===== src/hdl/txz_pkg.sv =====
// shared constants for the triangle xz containment search
package txz_pkg;
   localparam int MODE_BITS = 2;
   localparam int IDX_BITS = 12;
   localparam int TERR_BITS = 8;
   localparam int MARGIN_BITS = 8;

   localparam logic [MODE_BITS-1:0] MODE_WR_VERTEX = 2'd0;
   localparam logic [MODE_BITS-1:0] MODE_WR_TRI = 2'd1;
   localparam logic [MODE_BITS-1:0] MODE_QUERY = 2'd2;

   localparam logic [1:0] PART_NORMAL = 2'd3;

   localparam logic [0:0] CSR_EDGE_MARGIN = 1'd0;
   localparam logic [0:0] CSR_TERRAIN_EN = 1'd1;
   localparam int CSR_IDX_BITS = 1;
   localparam int CSR_DATA_BITS = 8;
endpackage


===== src/hdl/txz_front.sv =====
// front end: accepts transactions, drops the unused mode, queues work
module txz_front #(
   parameter int QW = 8
) (
   input  logic          clock,
   input  logic          reset,
   input  logic          in_valid,
   output logic          in_ready,
   input  logic [QW-1:0] in_data,
   output logic          q_valid,
   input  logic          q_pop,
   output logic [QW-1:0] q_data
);
   import txz_pkg::*;
   // two-entry queue
   logic [QW-1:0] slot_ff [2];
   logic [1:0]    cnt_ff, cnt_in;
   logic          rp_ff, rp_in, wp_ff, wp_in;
   logic          push;
   logic [MODE_BITS-1:0] mode;

   assign mode = in_data[MODE_BITS-1:0];
   assign in_ready = (cnt_ff != 2'd2);
   assign push = in_valid && in_ready &&
                 (mode == MODE_WR_VERTEX || mode == MODE_WR_TRI || mode == MODE_QUERY);
   assign q_valid = (cnt_ff != 2'd0);
   assign q_data = slot_ff[rp_ff];

   always_comb begin
      cnt_in = cnt_ff + 2'(push) - 2'(q_pop);
      wp_in = wp_ff ^ push;
      rp_in = rp_ff ^ q_pop;
   end

   always_ff @(posedge clock) begin
      if (push) slot_ff[wp_ff] <= in_data;
      if (reset) begin
         cnt_ff <= '0; rp_ff <= 1'b0; wp_ff <= 1'b0;
      end else begin
         cnt_ff <= cnt_in; rp_ff <= rp_in; wp_ff <= wp_in;
      end
   end
endmodule


===== config.mk =====
export PLATFORM = sky130hd
export DESIGN_NAME = txz_front
export DESIGN_NICKNAME = d
export VERILOG_FILES = /design/src/hdl/txz_pkg.sv /design/src/hdl/txz_front.sv
export SDC_FILE = /design/constraint.sdc
export NUM_CORES = 1
export LEC_CHECK = 0
export BUFFER_PORTS_ARGS = -buffer_cell sky130_fd_sc_hd__buf_2
export CAP_MARGIN = 20
export CORE_MARGIN = 10
export CORE_UTILIZATION = 37
export DETAILED_ROUTE_END_ITERATION = 16
export SLEW_MARGIN = 30
export SYNTH_ARGS = -nofsm -noshare
export SYNTH_HDL_FRONTEND = slang
export SYNTH_SLANG_ARGS = --single-unit

===== constraint.sdc =====
create_clock -name clock -period 1.5 [get_ports clock]
set_input_delay 0.075 -clock clock [delete_from_list [all_inputs] [get_ports clock]]
set_output_delay 0.075 -clock clock [all_outputs]
set_load 0.02 [all_outputs]

==> metrics.md <==
| Metric | Value |
|---|---|
| Status | complete, but fails checks |
| Failing checks | negative setup slack |
| Core area | between 0.002 and 0.0025 mm² |
| Min-delay src | q_pop |
| Clk sinks | 20 |
| CP cell instances | nand2b_4 -> and3_4 -> xnor2_1 -> ha_2 -> xnor2_2 -> nor2b_1 -> mux2_4 |
| Crit path launch type | flop |
| Worst slew pin tran | around 0.23 ns |
| Hold Path Sink | rp_ff |
| F_max | between 600 and 700 MHz |
| Max VDD drop | 873.6 µV |
| Register bit count reported by yosys | 20 |
| Critical-path top delay cell | dfxtp_2 |
| Die X | ~66 µm |
| Total Nets Final | about 100 |
| Root Driver | clkbuf_4 |
| Drt total wl | between 1000 and 1500 µm |
| Mapped cell area | a little under 800 µm² |
| 1st-pass router iterations | 2 |
| Reg2Reg Setup Slack | -0.006 ns |
| Worst r2r dst | cnt_ff[1] |
| Antenna cells | 0 |
| Clock buffer depth | 2 |
| Min-delay worst type | input pin to flop |
| Initial antenna violation count | 0 |
| Critical path arrival | ~1.7 ns |
| Top cell type's share of synthesized area | 0.6038 |
| Worst path max stage delay | between 0.3 and 0.4 ns |
| Vias | ~520 |
| Max Cap Viol | 0 |
| Final period util | 1.004 |
| Syn avg cell area | roughly 17 µm² |
| DIE AREA | around 0.0044 mm² |
| Power per cell area | 1221 mW/mm² |
| Final HPWL DP | 1070 µm |
| Total GRT Usage | 0.07462 |
| Worst R2R Start | cnt_ff[0] |
| Area of placed instances | 997.2 µm² |
| Reg clk slew, reported paths | 0.11 ns |
| Placer Congestion | between 0.6 and 0.7 |
| Top delay family on crit path | simple AND/OR/NAND/NOR gates |
| Layout cell share with drive strength beyond 1 | 0.5568 |
| Fin Setup TNS | -0.006099 ns |
| Max Slew Vio Count | 0 |
| H-tree Lvls | 1 |
| Post-layout util | 0.5625 |
| CTS Buf Count | 3 |
| WL per Instance | around 13 µm |
| Sequential area share after synthesis | 0.7044 |
| Min Tclk post-route | 1.506 ns |
| First-pass GRT wire length | between 2000 and 2500 µm |
| Hold Fails Final Rpt | 0 |
| Worst Reg-to-Reg Cells | 7 |
| Dpl ws | 0.01231 ns |
| First DRT Iteration DRCs | 11 |
| Die Y | 66.38 µm |
| Drt drc | 0 |
| Buf+Inv Stages, Crit Path | 0 |
| Leak | 0.4497 nW |
| Multi-input logic area | ~240 µm² |
| # rows | 16 |
| WS Path Type | flop to flop |
| Fin area | around 0.0011 mm² |
| Post-synth top area cell | edfxtp_1 |
| Mapped Cells | 48 |
| Vias in the first global route | ~550 |
| Final Setup Violations | 1 |
| Met2 Use GR | 0.1256 |
| Number of fill cells in the layout | ~190 |
| Crit-path max FO | 2 |
| M3 GR Usage | 0.02881 |
| Initial core utilization | 0.3975 |
| Via density | approximately 4.5 |
| Port bufs | 21 |
| Synth area leaders | edfxtp_1, mux2_2, dfxtp_1, xnor2_1, ha_1 |
| Worst skew pair latency | slightly above 0.3 ns |
| Pin count of the biggest net entering global routing | 12 |
| Grt total ovfl | 0 |
| Layout area overhead | 41.51% |
| Synth warnings | 0 |
| Post-CTS setup buffer count | 0 |
| Synth cell types | 16 |
| Max_slew headroom | 0.8491 |
| Design Power | approximately 1.4 mW |
| CP endpoint kind | flop |
| Most used routing layer | met2 |
| FF+latch area | between 500 and 600 µm² |
| CTS tree | built |
| Hold depth | 3 |
| Setup WS post-layout | -0.006099 ns |
| RSZ-0062 raised after global routing | true |
| Grt met1 use | 0.07255 |
| Post-DRT Antenna Nets | 0 |
| Clock skew | 0.01067 ns |
| Io pins | 22 |
| Syn nets | 62 |
| Worst Path Required | 1.71 ns |
## worst max-delay path by stage
stage | from | to | slack [ns] | cells past startpoint
6_report | cnt_ff[0] | cnt_ff[1] | -0.006 | 7
5_1_grt | cnt_ff[0] | cnt_ff[1] | -0.06 | 7
4_1_cts | cnt_ff[0] | cnt_ff[1] | -0.002 | 7
3_5_place_dp | cnt_ff[0] | cnt_ff[1] | 0.01 | 7
3_3_place_gp | cnt_ff[0] | cnt_ff[1] | 0.04 | 7
2_1_floorplan | cnt_ff[0] | cnt_ff[1] | -0.03 | 7
## registers in the layout, summed over array words and instances, names as in the netlist
register and cells:
rp_ff 1, cnt_ff 2, wp_ff 1, slot_ff 16
## final cells by class
cell class / instances / share of cell area
clock inverters: 1 / 0.003333
well taps: 27 / 0.03000
repair buffers: 37 / 0.2200
multi-input cells: 25 / 0.2167
clock buffers: 3 / 0.02000
flip-flops and latches: 20 / 0.5033
inverters: 2 / 0.006667
## cells in the final DEF, fill, tap and decap left out
cell / count
dfxtp_1: 1
xnor2_1: 2
xnor2_2: 1
a31oi_2: 1
dfxtp_2: 2
edfxtp_1: 16
nor2_1: 3
and3_4: 1
buf_2: 21
mux2_4: 1
or2_2: 1
dfxtp_4: 1
mux2_2: 8
nor2b_1: 2
nand2_1: 1
ha_2: 1
clkinv_1: 1
ha_1: 1
buf_4: 7
inv_1: 2
and2_1: 1
nand2b_4: 1
dlygate4sd3_1: 9
clkbuf_4: 3
## Yosys cell counts
| library cell | count |
|---|---|
| nor2_1 | 3 |
| mux2_2 | 8 |
| nor2b_1 | 2 |
| a31oi_2 | 1 |
| and3_2 | 1 |
| nand2_1 | 1 |
| or2_2 | 1 |
| xnor2_1 | 3 |
| buf_2 | 1 |
| mux2_4 | 1 |
| nand2b_1 | 1 |
| dfxtp_1 | 4 |
| and2_1 | 1 |
| inv_1 | 2 |
| edfxtp_1 | 16 |
| ha_1 | 2 |
## per-layer routing
metal | vias to the layer above | share of wire
met4 | 0 | 0.033
li1 | 254 | -
met2 | 16 | 0.50
met5 | - | 0
met1 | 247 | 0.40
met3 | 5 | 0.071
## worst register-to-register path, stage by stage (launching register included)
cell	delay [ns]
dfxtp_2	0.34
nand2b_4	0.13
and3_4	0.15
xnor2_1	0.12
ha_2	0.18
xnor2_2	0.13
nor2b_1	0.13
mux2_4	0.24
## where the power goes
group / switching [mW] / internal (mW)
clock network: 0.163 / 0.0972
logic: 0.181 / 0.218
registers: 0.0380 / 0.679
total: 0.381 / 0.994
## kinds of logic (layout without fill, tap and decap cells)
| kind of cell | count (synthesis) | after routing | synth area share |
|---|---|---|---|
| adder cells (fa/ha/maj) | 2 | 2 | 0.03144 |
| AND/OR/NAND/NOR | 10 | 10 | 0.06762 |
| flip-flops | 20 | 20 | 0.7044 |
| multiplexers | 9 | 9 | 0.1321 |
| buffers and inverters | 3 | 43 | 0.01572 |
| AO/OA/AOI/OAI | 1 | 1 | 0.01572 |
| XOR/XNOR | 3 | 3 | 0.03302 |
## stage by stage
step / instances / hold WS [ns]
floorplan: 48 / 0.1417
detailed placement: 102 / 0.2665
finish: 115 / 0.01755
global placement: 102 / 0.2630
global route: 115 / 0.01494
CTS: 115 / 0.01633
## what timing repair did
action / in CTS / in global routing
resized for setup: 1 / 3
hold buffers: 9 / 0
hold endpoints to repair: 19 / 0
setup endpoints to repair: 9 / 1
Note: power is estimated with default switching activity, not from simulation.
